$ cat config.mk
export PLATFORM = sky130hd
export DESIGN_NAME = min_heap_priority_queue
export DESIGN_NICKNAME = d
export VERILOG_FILES = /design/src/sv/mhpq_pkg.sv /design/src/sv/min_heap_priority_queue.sv /design/src/sv/mhpq_ram.sv
export SDC_FILE = /design/constraint.sdc
export NUM_CORES = 2
export LEC_CHECK = 0
export BUFFER_PORTS_ARGS = -buffer_cell sky130_fd_sc_hd__buf_2
export CAP_MARGIN = 20
export CORE_UTILIZATION = 40
export CTS_BUF_LIST = sky130_fd_sc_hd__clkbuf_8
export DETAILED_ROUTE_END_ITERATION = 7
export PLACE_DENSITY = 0.56
export REMOVE_ABC_BUFFERS = 1
export SLEW_MARGIN = 25
export SYNTH_ARGS = -nofsm -noshare
export SYNTH_HDL_FRONTEND = slang
export SYNTH_SLANG_ARGS = --single-unit
$ cat constraint.sdc
create_clock -name clk -period 7.9 [get_ports clk]
set_input_delay 1.58 -clock clk [delete_from_list [all_inputs] [get_ports clk]]
set_output_delay 1.58 -clock clk [all_outputs]
set_load 0.01 [all_outputs]
$ cat src/sv/mhpq_pkg.sv
// Shared constants and codes of the min-heap priority queue.
package mhpq_pkg;

	localparam int DEPTH_DEF     = 64;
	localparam int KEY_WIDTH_DEF = 32;

	// Capacity register
	localparam int              CAP_W     = 7;
	localparam logic [CAP_W-1:0] CAP_RESET = 7'd64;

	// Configuration port
	localparam int   PADDR_W          = 3;
	localparam int   PDATA_W          = 32;
	localparam logic REG_IDX_CAPACITY = 1'b0;

	// Request commands
	localparam logic CMD_PUSH   = 1'b0;
	localparam logic CMD_DELETE = 1'b1;

	// Result status codes
	localparam logic [1:0] ST_OK    = 2'd0;
	localparam logic [1:0] ST_FULL  = 2'd1;
	localparam logic [1:0] ST_EMPTY = 2'd2;
	localparam logic [1:0] ST_RANGE = 2'd3;

endpackage

$ cat src/sv/min_heap_priority_queue.sv
// Top level of the min-heap priority queue: request control, heap RAM, result register.
// A rejected request, a push into an empty heap or a delete of the last slot goes straight
// to the result register; other requests climb or sink one level at a time. The one read port
// of the heap RAM sets the pace: one read per level up, two per level down.
// One request at a time; reset clears the count and sets capacity_limit to 64, RAM not cleared.
module min_heap_priority_queue #(
	parameter int DEPTH     = mhpq_pkg::DEPTH_DEF,
	parameter int KEY_WIDTH = mhpq_pkg::KEY_WIDTH_DEF
) (
	input  logic                                clk,
	input  logic                                arst_n,

	// Request channel
	input  logic                                in_valid,
	output logic                                in_stall,
	input  logic                                cmd,
	input  logic signed [KEY_WIDTH-1:0]         key_in,
	input  logic [$clog2(DEPTH)-1:0]            position,

	// Result channel
	output logic                                out_valid,
	input  logic                                out_stall,
	output logic [1:0]                          status,
	output logic                                top_valid,
	output logic signed [KEY_WIDTH-1:0]         top_key,
	output logic [$clog2(DEPTH+1)-1:0]          count,

	// Configuration port
	input  logic                                psel,
	input  logic                                penable,
	input  logic                                pwrite,
	input  logic [mhpq_pkg::PADDR_W-1:0]        paddr,
	input  logic [mhpq_pkg::PDATA_W-1:0]        pwdata,
	output logic [mhpq_pkg::PDATA_W-1:0]        prdata,
	output logic                                pready
);

	localparam int AW   = $clog2(DEPTH);       // slot index
	localparam int CW   = $clog2(DEPTH + 1);   // entry count
	localparam int CHW  = AW + 2;              // child index, room for 2*slot+2
	localparam int CMPW = (CW > mhpq_pkg::CAP_W) ? CW : mhpq_pkg::CAP_W;

	// Sequencer states
	localparam logic [2:0] S_IDLE = 3'd0;   // wait for a request
	localparam logic [2:0] S_LAST = 3'd1;   // last entry arrives from RAM
	localparam logic [2:0] S_UP   = 3'd2;   // parent arrives, sift up one level
	localparam logic [2:0] S_DNL  = 3'd3;   // left child arrives
	localparam logic [2:0] S_DNR  = 3'd4;   // right child arrives, sink one level
	localparam logic [2:0] S_FIN  = 3'd5;   // drop the moving key into the hole
	localparam logic [2:0] S_DONE = 3'd6;   // hand the result to the output register

	function automatic logic key_lt(input logic [KEY_WIDTH-1:0] a,
	                                input logic [KEY_WIDTH-1:0] b);
		return $signed(a) < $signed(b);
	endfunction

	function automatic logic [AW-1:0] parent_of(input logic [AW-1:0] s);
		logic [AW-1:0] m;
		m = s - AW'(1);
		return m >> 1;
	endfunction

	function automatic logic [CHW-1:0] left_of(input logic [AW-1:0] s);
		return CHW'({s, 1'b1});
	endfunction

	function automatic logic [CHW-1:0] right_of(input logic [AW-1:0] s);
		return CHW'({s, 1'b0}) + CHW'(2);
	endfunction

	// Control state
	logic [2:0]                  state_q, state_d;
	logic [CW-1:0]               cnt_q, cnt_d;
	logic [mhpq_pkg::CAP_W-1:0]  cap_q;
	logic                        del_q, del_d;      // delete that has not climbed: may sink
	logic [1:0]                  stat_q, stat_d;
	logic                        res_valid_q;

	// Payload state
	logic [KEY_WIDTH-1:0]        key_q, key_d;      // key moving through the heap
	logic [AW-1:0]               slot_q, slot_d;    // hole the moving key sits over
	logic [KEY_WIDTH-1:0]        lkey_q, lkey_d;    // left child held while right is read
	logic [KEY_WIDTH-1:0]        top_q;             // copy of slot 0
	logic [1:0]                  res_status_q;
	logic                        res_top_valid_q;
	logic [KEY_WIDTH-1:0]        res_top_key_q;
	logic [CW-1:0]               res_count_q;

	// RAM port
	logic                        ram_we;
	logic [AW-1:0]               ram_waddr;
	logic [KEY_WIDTH-1:0]        ram_wdata;
	logic [AW-1:0]               ram_raddr;
	logic [KEY_WIDTH-1:0]        ram_rdata;

	logic                        in_acc;
	logic                        res_load;
	logic                        full;
	logic [CW-1:0]               pos_ext;
	logic [CW-1:0]               cnt_dec;
	logic [AW-1:0]               par;
	logic [CHW-1:0]              left_c;
	logic [CHW-1:0]              right_c;
	logic [CHW-1:0]              cnt_ch;
	logic                        pick_r;
	logic [KEY_WIDTH-1:0]        pick_key;
	logic [AW-1:0]               pick_slot;
	logic [CHW-1:0]              pick_left;
	logic                        cfg_wr;

	assign in_stall = (state_q != S_IDLE);
	assign in_acc   = in_valid && !in_stall;

	// A push is refused once the count reaches the capacity or the RAM depth
	assign full = (CMPW'(cnt_q) >= CMPW'(cap_q)) || (cnt_q >= CW'(DEPTH));

	assign pos_ext   = CW'(position);
	assign cnt_dec   = cnt_q - CW'(1);
	assign par       = parent_of(slot_q);
	assign left_c    = left_of(slot_q);
	assign right_c   = right_of(slot_q);
	assign cnt_ch    = CHW'(cnt_q);

	// Smaller child; the left one wins a tie
	assign pick_r    = key_lt(ram_rdata, lkey_q);
	assign pick_key  = pick_r ? ram_rdata : lkey_q;
	assign pick_slot = pick_r ? right_c[AW-1:0] : left_c[AW-1:0];
	assign pick_left = left_of(pick_slot);

	assign res_load  = (state_q == S_DONE) && (!res_valid_q || !out_stall);

	always_comb begin
		state_d   = state_q;
		cnt_d     = cnt_q;
		del_d     = del_q;
		stat_d    = stat_q;
		key_d     = key_q;
		slot_d    = slot_q;
		lkey_d    = lkey_q;
		ram_we    = 1'b0;
		ram_waddr = slot_q;
		ram_wdata = key_q;
		ram_raddr = par;

		case (state_q)
			S_IDLE: begin
				if (in_acc) begin
					stat_d = mhpq_pkg::ST_OK;
					if (cmd == mhpq_pkg::CMD_PUSH) begin
						if (full) begin
							stat_d  = mhpq_pkg::ST_FULL;
							state_d = S_DONE;
						end else begin
							key_d  = key_in;
							slot_d = cnt_q[AW-1:0];
							cnt_d  = cnt_q + CW'(1);
							del_d  = 1'b0;
							if (cnt_q == '0) begin
								// first entry lands straight at the root
								ram_we    = 1'b1;
								ram_waddr = '0;
								ram_wdata = key_in;
								state_d   = S_DONE;
							end else begin
								ram_raddr = parent_of(cnt_q[AW-1:0]);
								state_d   = S_UP;
							end
						end
					end else begin
						if (cnt_q == '0) begin
							stat_d  = mhpq_pkg::ST_EMPTY;
							state_d = S_DONE;
						end else if (pos_ext >= cnt_q) begin
							stat_d  = mhpq_pkg::ST_RANGE;
							state_d = S_DONE;
						end else begin
							cnt_d  = cnt_dec;
							slot_d = position;
							del_d  = 1'b1;
							if (pos_ext == cnt_dec) begin
								state_d = S_DONE;
							end else begin
								// fetch the last entry to fill the hole
								ram_raddr = cnt_dec[AW-1:0];
								state_d   = S_LAST;
							end
						end
					end
				end
			end

			S_LAST: begin
				key_d = ram_rdata;
				if (slot_q != '0) begin
					ram_raddr = par;
					state_d   = S_UP;
				end else if (left_c < cnt_ch) begin
					ram_raddr = left_c[AW-1:0];
					state_d   = S_DNL;
				end else begin
					ram_we    = 1'b1;
					ram_wdata = ram_rdata;
					state_d   = S_DONE;
				end
			end

			S_UP: begin
				if (key_lt(key_q, ram_rdata)) begin
					// parent moves down into the hole
					ram_we    = 1'b1;
					ram_wdata = ram_rdata;
					slot_d    = par;
					del_d     = 1'b0;
					ram_raddr = parent_of(par);
					state_d   = (par == '0) ? S_FIN : S_UP;
				end else if (del_q && (left_c < cnt_ch)) begin
					ram_raddr = left_c[AW-1:0];
					state_d   = S_DNL;
				end else begin
					ram_we  = 1'b1;
					state_d = S_DONE;
				end
			end

			S_DNL: begin
				lkey_d = ram_rdata;
				if (right_c < cnt_ch) begin
					ram_raddr = right_c[AW-1:0];
					state_d   = S_DNR;
				end else if (key_lt(ram_rdata, key_q)) begin
					// lone left child is the last entry: it has no children
					ram_we    = 1'b1;
					ram_wdata = ram_rdata;
					slot_d    = left_c[AW-1:0];
					state_d   = S_FIN;
				end else begin
					ram_we  = 1'b1;
					state_d = S_DONE;
				end
			end

			S_DNR: begin
				if (key_lt(pick_key, key_q)) begin
					ram_we    = 1'b1;
					ram_wdata = pick_key;
					slot_d    = pick_slot;
					ram_raddr = pick_left[AW-1:0];
					state_d   = (pick_left < cnt_ch) ? S_DNL : S_FIN;
				end else begin
					ram_we  = 1'b1;
					state_d = S_DONE;
				end
			end

			S_FIN: begin
				ram_we  = 1'b1;
				state_d = S_DONE;
			end

			S_DONE: begin
				if (res_load) begin
					state_d = S_IDLE;
				end
			end

			default: begin
				state_d = S_IDLE;
			end
		endcase
	end

	// Heap store. No two accesses of one request touch the same slot at once,
	// so read-during-write needs no forwarding.
	mhpq_ram #(
		.WIDTH (KEY_WIDTH),
		.DEPTH (DEPTH)
	) u_heap_ram (
		.clk   (clk),
		.we    (ram_we),
		.waddr (ram_waddr),
		.wdata (ram_wdata),
		.raddr (ram_raddr),
		.rdata (ram_rdata)
	);

	always_ff @(posedge clk or negedge arst_n) begin
		if (!arst_n) begin
			state_q     <= S_IDLE;
			cnt_q       <= '0;
			del_q       <= 1'b0;
			stat_q      <= mhpq_pkg::ST_OK;
			res_valid_q <= 1'b0;
		end else begin
			state_q <= state_d;
			cnt_q   <= cnt_d;
			del_q   <= del_d;
			stat_q  <= stat_d;
			if (res_load) begin
				res_valid_q <= 1'b1;
			end else if (!out_stall) begin
				res_valid_q <= 1'b0;
			end
		end
	end

	// Payload registers, no reset
	always_ff @(posedge clk) begin
		key_q  <= key_d;
		slot_q <= slot_d;
		lkey_q <= lkey_d;
		// keep a copy of the root so the minimum never costs a RAM read
		if (ram_we && (ram_waddr == '0)) begin
			top_q <= ram_wdata;
		end
		if (res_load) begin
			res_status_q    <= stat_q;
			res_top_valid_q <= (cnt_q != '0);
			res_top_key_q   <= (cnt_q != '0) ? top_q : '0;
			res_count_q     <= cnt_q;
		end
	end

	assign out_valid = res_valid_q;
	assign status    = res_status_q;
	assign top_valid = res_top_valid_q;
	assign top_key   = res_top_key_q;
	assign count     = res_count_q;

	// Configuration: one register, capacity_limit; other indexes read as zero
	assign pready = 1'b1;
	assign cfg_wr = psel && penable && pwrite && pready
		&& (paddr[mhpq_pkg::PADDR_W-1] == mhpq_pkg::REG_IDX_CAPACITY);

	always_ff @(posedge clk or negedge arst_n) begin
		if (!arst_n) begin
			cap_q <= mhpq_pkg::CAP_RESET;
		end else if (cfg_wr) begin
			cap_q <= pwdata[mhpq_pkg::CAP_W-1:0];
		end
	end

	assign prdata = (paddr[mhpq_pkg::PADDR_W-1] == mhpq_pkg::REG_IDX_CAPACITY)
		? mhpq_pkg::PDATA_W'(cap_q) : '0;

endmodule

$ cat src/sv/mhpq_ram.sv
// Generic single-port-write, single-port-read RAM with registered read data.
module mhpq_ram #(
	parameter int WIDTH = mhpq_pkg::KEY_WIDTH_DEF,
	parameter int DEPTH = mhpq_pkg::DEPTH_DEF
) (
	input  logic                     clk,
	input  logic                     we,
	input  logic [$clog2(DEPTH)-1:0] waddr,
	input  logic [WIDTH-1:0]         wdata,
	input  logic [$clog2(DEPTH)-1:0] raddr,
	output logic [WIDTH-1:0]         rdata
);

	logic [WIDTH-1:0] mem_q [DEPTH];

	always_ff @(posedge clk) begin
		if (we) begin
			mem_q[waddr] <= wdata;
		end
		rdata <= mem_q[raddr];
	end

endmodule

# Word-level counts from Yosys, hierarchy flattened
# Memory sizes are Yosys's and may differ from the RTL's. A register that Yosys moved wholly into a read port is not among the register bits.
# Index checks and enable logic that the tools add are counted.
# word_totals
romBits	0
ram_bits	2048
latchBits	0
mem_count	1
reg_bits	165
# memory_table
memory	words	word_bits	read_ports	rd_clocked_by_memory_dff	write_ports	line	rtl
u_heap_ram.mem_q	64	32	1	1	1	mhpq_ram.sv:14	logic [WIDTH-1:0] mem_q [DEPTH];
# op_classes
n_mul	0
n_bitwise	1
mux	94
n_addsub	6
n_reduce_logical	29
div_mod_pow	0
order_cmp	10
n_shift	0
n_eq_ne	22
# ops
op	n
$mux 32	14
$pmux 32 s5	1
$mux 6	26
$lt 32x32->1	4
$pmux 32 s2	1
$mux 3	15
$mux 7	5
$pmux 6 s5	1
$pmux 6 s4	1
$ne 2x2->1 const B	11
$pmux 3 s7	1
$mux 1	20
$lt 7x7->1	2
$logic_not 6->1	2
$sub 6x1->6 const B	2
$mux 2	5
$mux 5	2
$eq 3x3->1 const B	3
$ne 3x3->1 const B	3
$reduce_and 9->1	1
$add 7x2->8 const B	1
$lt 8x7->1	1
$add 7x1->7 const B	1
$eq 6x7->1	1
other kinds (26)	38

# Logic depth before layout (Yosys ltp)
# logic_depth
ltp_word	8
mapped_depth	30
ltp_nobuf	23

# Cells and area by module
# From an unflattened synthesis, not the netlist that was laid out.
# unflattened
hier_cells	4786
hier_area_um2	91215.0
# modules_own_cells
mod	cells_each	n_inst	area_each_um2
mhpq_ram	3511	1	79039.6
min_heap_priority_queue	1275	1	12175.4

# Worst setup path after synthesis
# OpenSTA, ideal clock, no wires.
# synth_path
path_kind	register -> register
from	register lkey_q[17]
to	register top_q[11] (data pin)
arrival_time_ps	7401
setup_ps	554
path_buffers	6
path_stages_with_launch	27
slack_ps	-55
t_required_ps	7346
path_cell_list	edfxtp_1 inv_1 ha_1 a21o_1 a221o_1 o2bb2ai_1 or3_1 nand3_1 buf_4 clkbuf_1 mux2_2 ha_1 a21o_1 a221o_1 a21oi_1 a21oi_1 o211ai_1 a21boi_1 or4_1 clkbuf_1 clkbuf_1 clkbuf_1 inv_1 clkbuf_1 a221o_1 a221oi_1 a21oi_1
# synth_between
elab_chain_cells	5
# synth_rtl
item	line	rtl
start, declared	min_heap_priority_queue.sv:82	logic [KEY_WIDTH-1:0] lkey_q, lkey_d;
start signal, assigned	min_heap_priority_queue.sv:310	lkey_q <= lkey_d;
$lt 32x32->1	min_heap_priority_queue.sv:54	return $signed(a) < $signed(b);
$mux 32 *	min_heap_priority_queue.sv:126	assign pick_key = pick_r ? ram_rdata : lkey_q;
$lt 32x32->1	min_heap_priority_queue.sv:54	
$mux 32 *	min_heap_priority_queue.sv:243	if (key_lt(pick_key, key_q)) begin
$pmux 32 s5 *	min_heap_priority_queue.sv:145	case (state_q)
named net ram_wdata[11]	min_heap_priority_queue.sv:92	logic [KEY_WIDTH-1:0] ram_wdata;
end signal, assigned	min_heap_priority_queue.sv:313	top_q <= ram_wdata;
end, declared	min_heap_priority_queue.sv:83	logic [KEY_WIDTH-1:0] top_q;
# Mark *: on every way through the listed nets, which the timed path passes. The rest lies on a longest branch.
# A chain may end at the register's enable or synchronous reset.

# Worst setup path in the final report
# layout_path
from	register u_heap_ram.rdata[30], read port of u_heap_ram.mem_q
to	register u_heap_ram.rdata[10], read port of u_heap_ram.mem_q
# layout_between
elab_chain_cells	5
# layout_rtl
item	line	rtl
start, declared	mhpq_ram.sv:11	output logic [WIDTH-1:0] rdata
$lt 32x32->1	min_heap_priority_queue.sv:54	
$mux 32	min_heap_priority_queue.sv:126	
$lt 32x32->1	min_heap_priority_queue.sv:54	
$mux 6	min_heap_priority_queue.sv:243	
$pmux 6 s5 *	min_heap_priority_queue.sv:145	
# Every way passes the cells marked *; elsewhere a longest branch is shown, timed or not.

==> results.sh <==
export IMPL_status="completed"
export IMPL_synth_cell_types=85
export IMPL_path_buf_inv=8
export IMPL_avgSynthCellArea_sq_um=15.5
export IMPL_cts_tree="done"
export IMPL_grt_pass1_wl_mm=395
export IMPL_dr_pass1_iters=6
export IMPL_numClockSinks=2245
export IMPL_initial_core_util_pct=40.3
export IMPL_vias_per_cell=5.68
export IMPL_final_util_pct=47.2
export IMPL_yosysWarnings=0
export IMPL_cts_root_buf="clkbuf_8"
export IMPL_relSlewSlack_pct=22.7
export IMPL_grt_max_degree=95
export IMPL_path_delay_family="compound AO/OA/AOI/OAI gates"
export IMPL_gp_congestion=0.886
export IMPL_ys_ff_latch=2245
export IMPL_fin_skew_ns=0.0867
export IMPL_die_area_sq_um=234000
export IMPL_startpoint_type="register"
export IMPL_post_place_ws_ns=-0.00270
export IMPL_port_buffers=104
export IMPL_drcViolationCount=0
export IMPL_hold_path_class="input pin to asynchronous set/reset pin"
export IMPL_synthCells=5981
export IMPL_rr_endpoint="u_heap_ram.rdata[10]"
export IMPL_grt_pass1_vias=55400
export IMPL_nets=6827
export IMPL_grt_usage_pct=23.3
export IMPL_route_vias_total=56300
export IMPL_post_dp_hpwl_mm=175
export IMPL_setup_ws_ns=0.273
export IMPL_core_area_sq_um=230000
export IMPL_cp_startpoint="u_heap_ram.rdata[30]"
export IMPL_fill_cells=19800
export IMPL_h_tree_depth=5
export IMPL_fin_crit_ns=7.63
export IMPL_worst_hold_slack_ns=0.498
export IMPL_syn_to_final_growth_pct=17.2
export IMPL_yosysTopAreaCellShare_pct=71.0
export IMPL_cp_end_kind="register"
export IMPL_synth_area_sq_um=92700
export IMPL_rr_startpoint="u_heap_ram.rdata[30]"
export IMPL_hold_violations=0
export IMPL_register_area_sq_um=67000
export IMPL_drive_gt1_share_pct=18.8
export IMPL_die_y_um=483
export IMPL_tns_ns=0
export IMPL_regToRegSetupSlack_ns=0.27
export IMPL_clockBufferDepth=4
export IMPL_gr_total_overflow=0
export IMPL_synthFlopType="edfxtp_1"
export IMPL_yosys_top_cells_area="edfxtp_1 (71%), mux2i_1 (6.9%), nand2_1 (3.3%)"
export IMPL_ios=158
export IMPL_drv_slew=0
export IMPL_antenna_left=0
export IMPL_critPathMaxStageDelay_ns=0.44
export IMPL_drt_iter0_drc=5438
export IMPL_setup_viol=0
export IMPL_wl_mm=278
export IMPL_max_cap_violations=0
export IMPL_numCtsBuffers=383
export IMPL_synthArstFlopShare_pct=0.935
export IMPL_yosys_area_top_type="edfxtp_1"
export IMPL_max_freq_mhz=131
export IMPL_critPathRequiredTime_ns=8.85
export IMPL_worst_pin_slew_ns=1.15
export IMPL_die_w_um=483
export IMPL_critPathArrivalTime_ns=8.58
export IMPL_multi_input_area_sq_um=24600
export IMPL_synth_edf_count=2192
export IMPL_clk_latency_ns=1.08
export IMPL_antenna_found_initial=19
export IMPL_path_clk_slew_ns=0.06
export IMPL_worst_r2r_cell_count=29
export IMPL_crit_type="register to register"
export IMPL_wl_per_cell_um=28.0
export IMPL_crit_path_top_delay_cell="dfxtp_1"
export IMPL_yosysSeqAreaShare_pct=72.3
export IMPL_rows=176
export IMPL_crit_fanout=23
export IMPL_period_share_pct=96.5
synthesized netlist by cell type, types with 36 or more instances:
master     instances
edfxtp_1        2192
nand2_1          805
mux2i_1          636
clkbuf_1         233
a21oi_1          227
nor2_1           141
ha_1             130
inv_1            112
a221oi_1         100
a22oi_1           98
nand4_1           89
buf_2             73
o21ai_0           70
a22o_1            64
o2111ai_1         64
mux4_2            62
a31oi_1           58
nor3_1            52
a21o_1            45
buf_4             45
mux2_2            42
and2_1            40
and3_1            40
a221o_1           36
area by class of cell:
| class | count | area share, % |
|---|---|---|
| clock inverter | 245 | 1.02 |
| antenna | 11 | 0.0253 |
| sequential | 2245 | 61.7 |
| tap | 3026 | 3.48 |
| multi-input combinational | 3258 | 22.7 |
| inverter | 114 | 0.394 |
| clock buffer | 400 | 5.07 |
| timing repair buffer | 614 | 5.70 |
worst register-to-register path: cells and delay by family (launching register included):
kind	cells	cell delay [ns]
adder cells (fa/ha/maj)	2	0.60
AND/OR/NAND/NOR	7	1.71
multiplexers	3	0.71
buffers and inverters	8	1.70
flip-flops	1	0.44
AO/OA/AOI/OAI	9	2.36
cell families (layout without fill, tap and decap cells):
| logic type | after synthesis | count (layout) | synth area share, % |
|---|---|---|---|
| buffers and inverters | 502 | 1373 | 2.40 |
| muxes | 740 | 740 | 8.88 |
| AOI/OAI and AO/OA | 1053 | 1053 | 8.36 |
| DFF | 2245 | 2245 | 72.3 |
| adders and majority gates | 130 | 130 | 1.75 |
| other | 2 | 37 | 0.00810 |
| xor gates and xnor gates | 32 | 32 | 0.302 |
| and+or+nand+nor | 1277 | 1277 | 6.02 |
state kept, by name (all words and copies together) (netlist names), 6 cells and up:
name,cells
top_q,32
cnt_q,7
key_q,32
u_heap_ram.rdata,32
top_key,32
u_heap_ram.mem_q,2048
lkey_q,32
count,7
slot_q,6
cap_q,7
through the flow:
step                instance area [sq um]  instances
finish                             109000       9913
global placement                   102000       9249
global route                       109000       9906
floorplan                           91000       5617
CTS                                109000       9902
detailed placement                 102000       9257
cells in the final DEF (no fill, tap or decap), types with 62 or more instances in the layout:
cell type  instances
clkinv_1          74
edfxtp_1        2192
o2111ai_1         63
a221oi_1          99
nor2_1            68
ha_1             130
a22o_1            64
buf_2            104
clkbuf_8         400
nand2_1          802
buf_12           136
buf_4            367
o21ai_0           70
nor2_4            70
mux2i_1          636
a22oi_1           95
inv_1            249
mux4_2            62
nand4_1           89
a21oi_1          198
metal layers:
| layer | GRT usage, % | routed length, um |
|---|---|---|
| met1 | 31.4 | 117000 |
| met2 | 37.9 | 132000 |
| met3 | 3.70 | 18800 |
| met4 | 8.95 | 10200 |
| met5 | 0 | 13 |
what timing repair did:
action	4_1_cts	5_1_grt
hold buffers	0	0
setup endpoints to repair	2	14
pin swaps	0	1
buffers inserted	0	0
gates resized for setup	1	8
worst max path at each step:
stage                                       to  slack [ns]  cells after the start
after global placement    u_heap_ram.rdata[13]      -0.008                     28
final                     u_heap_ram.rdata[10]        0.27                     29
after floorplan            u_heap_ram.rdata[0]     -119.75                     14
after detailed placement  u_heap_ram.rdata[13]      -0.003                     27
after global routing      u_heap_ram.rdata[10]       -0.03                     28
after CTS                  u_heap_ram.rdata[9]        0.08                     28
Power is not shown: default switching activity piles up to over one toggle a cycle in this logic, so the estimate is an artifact.
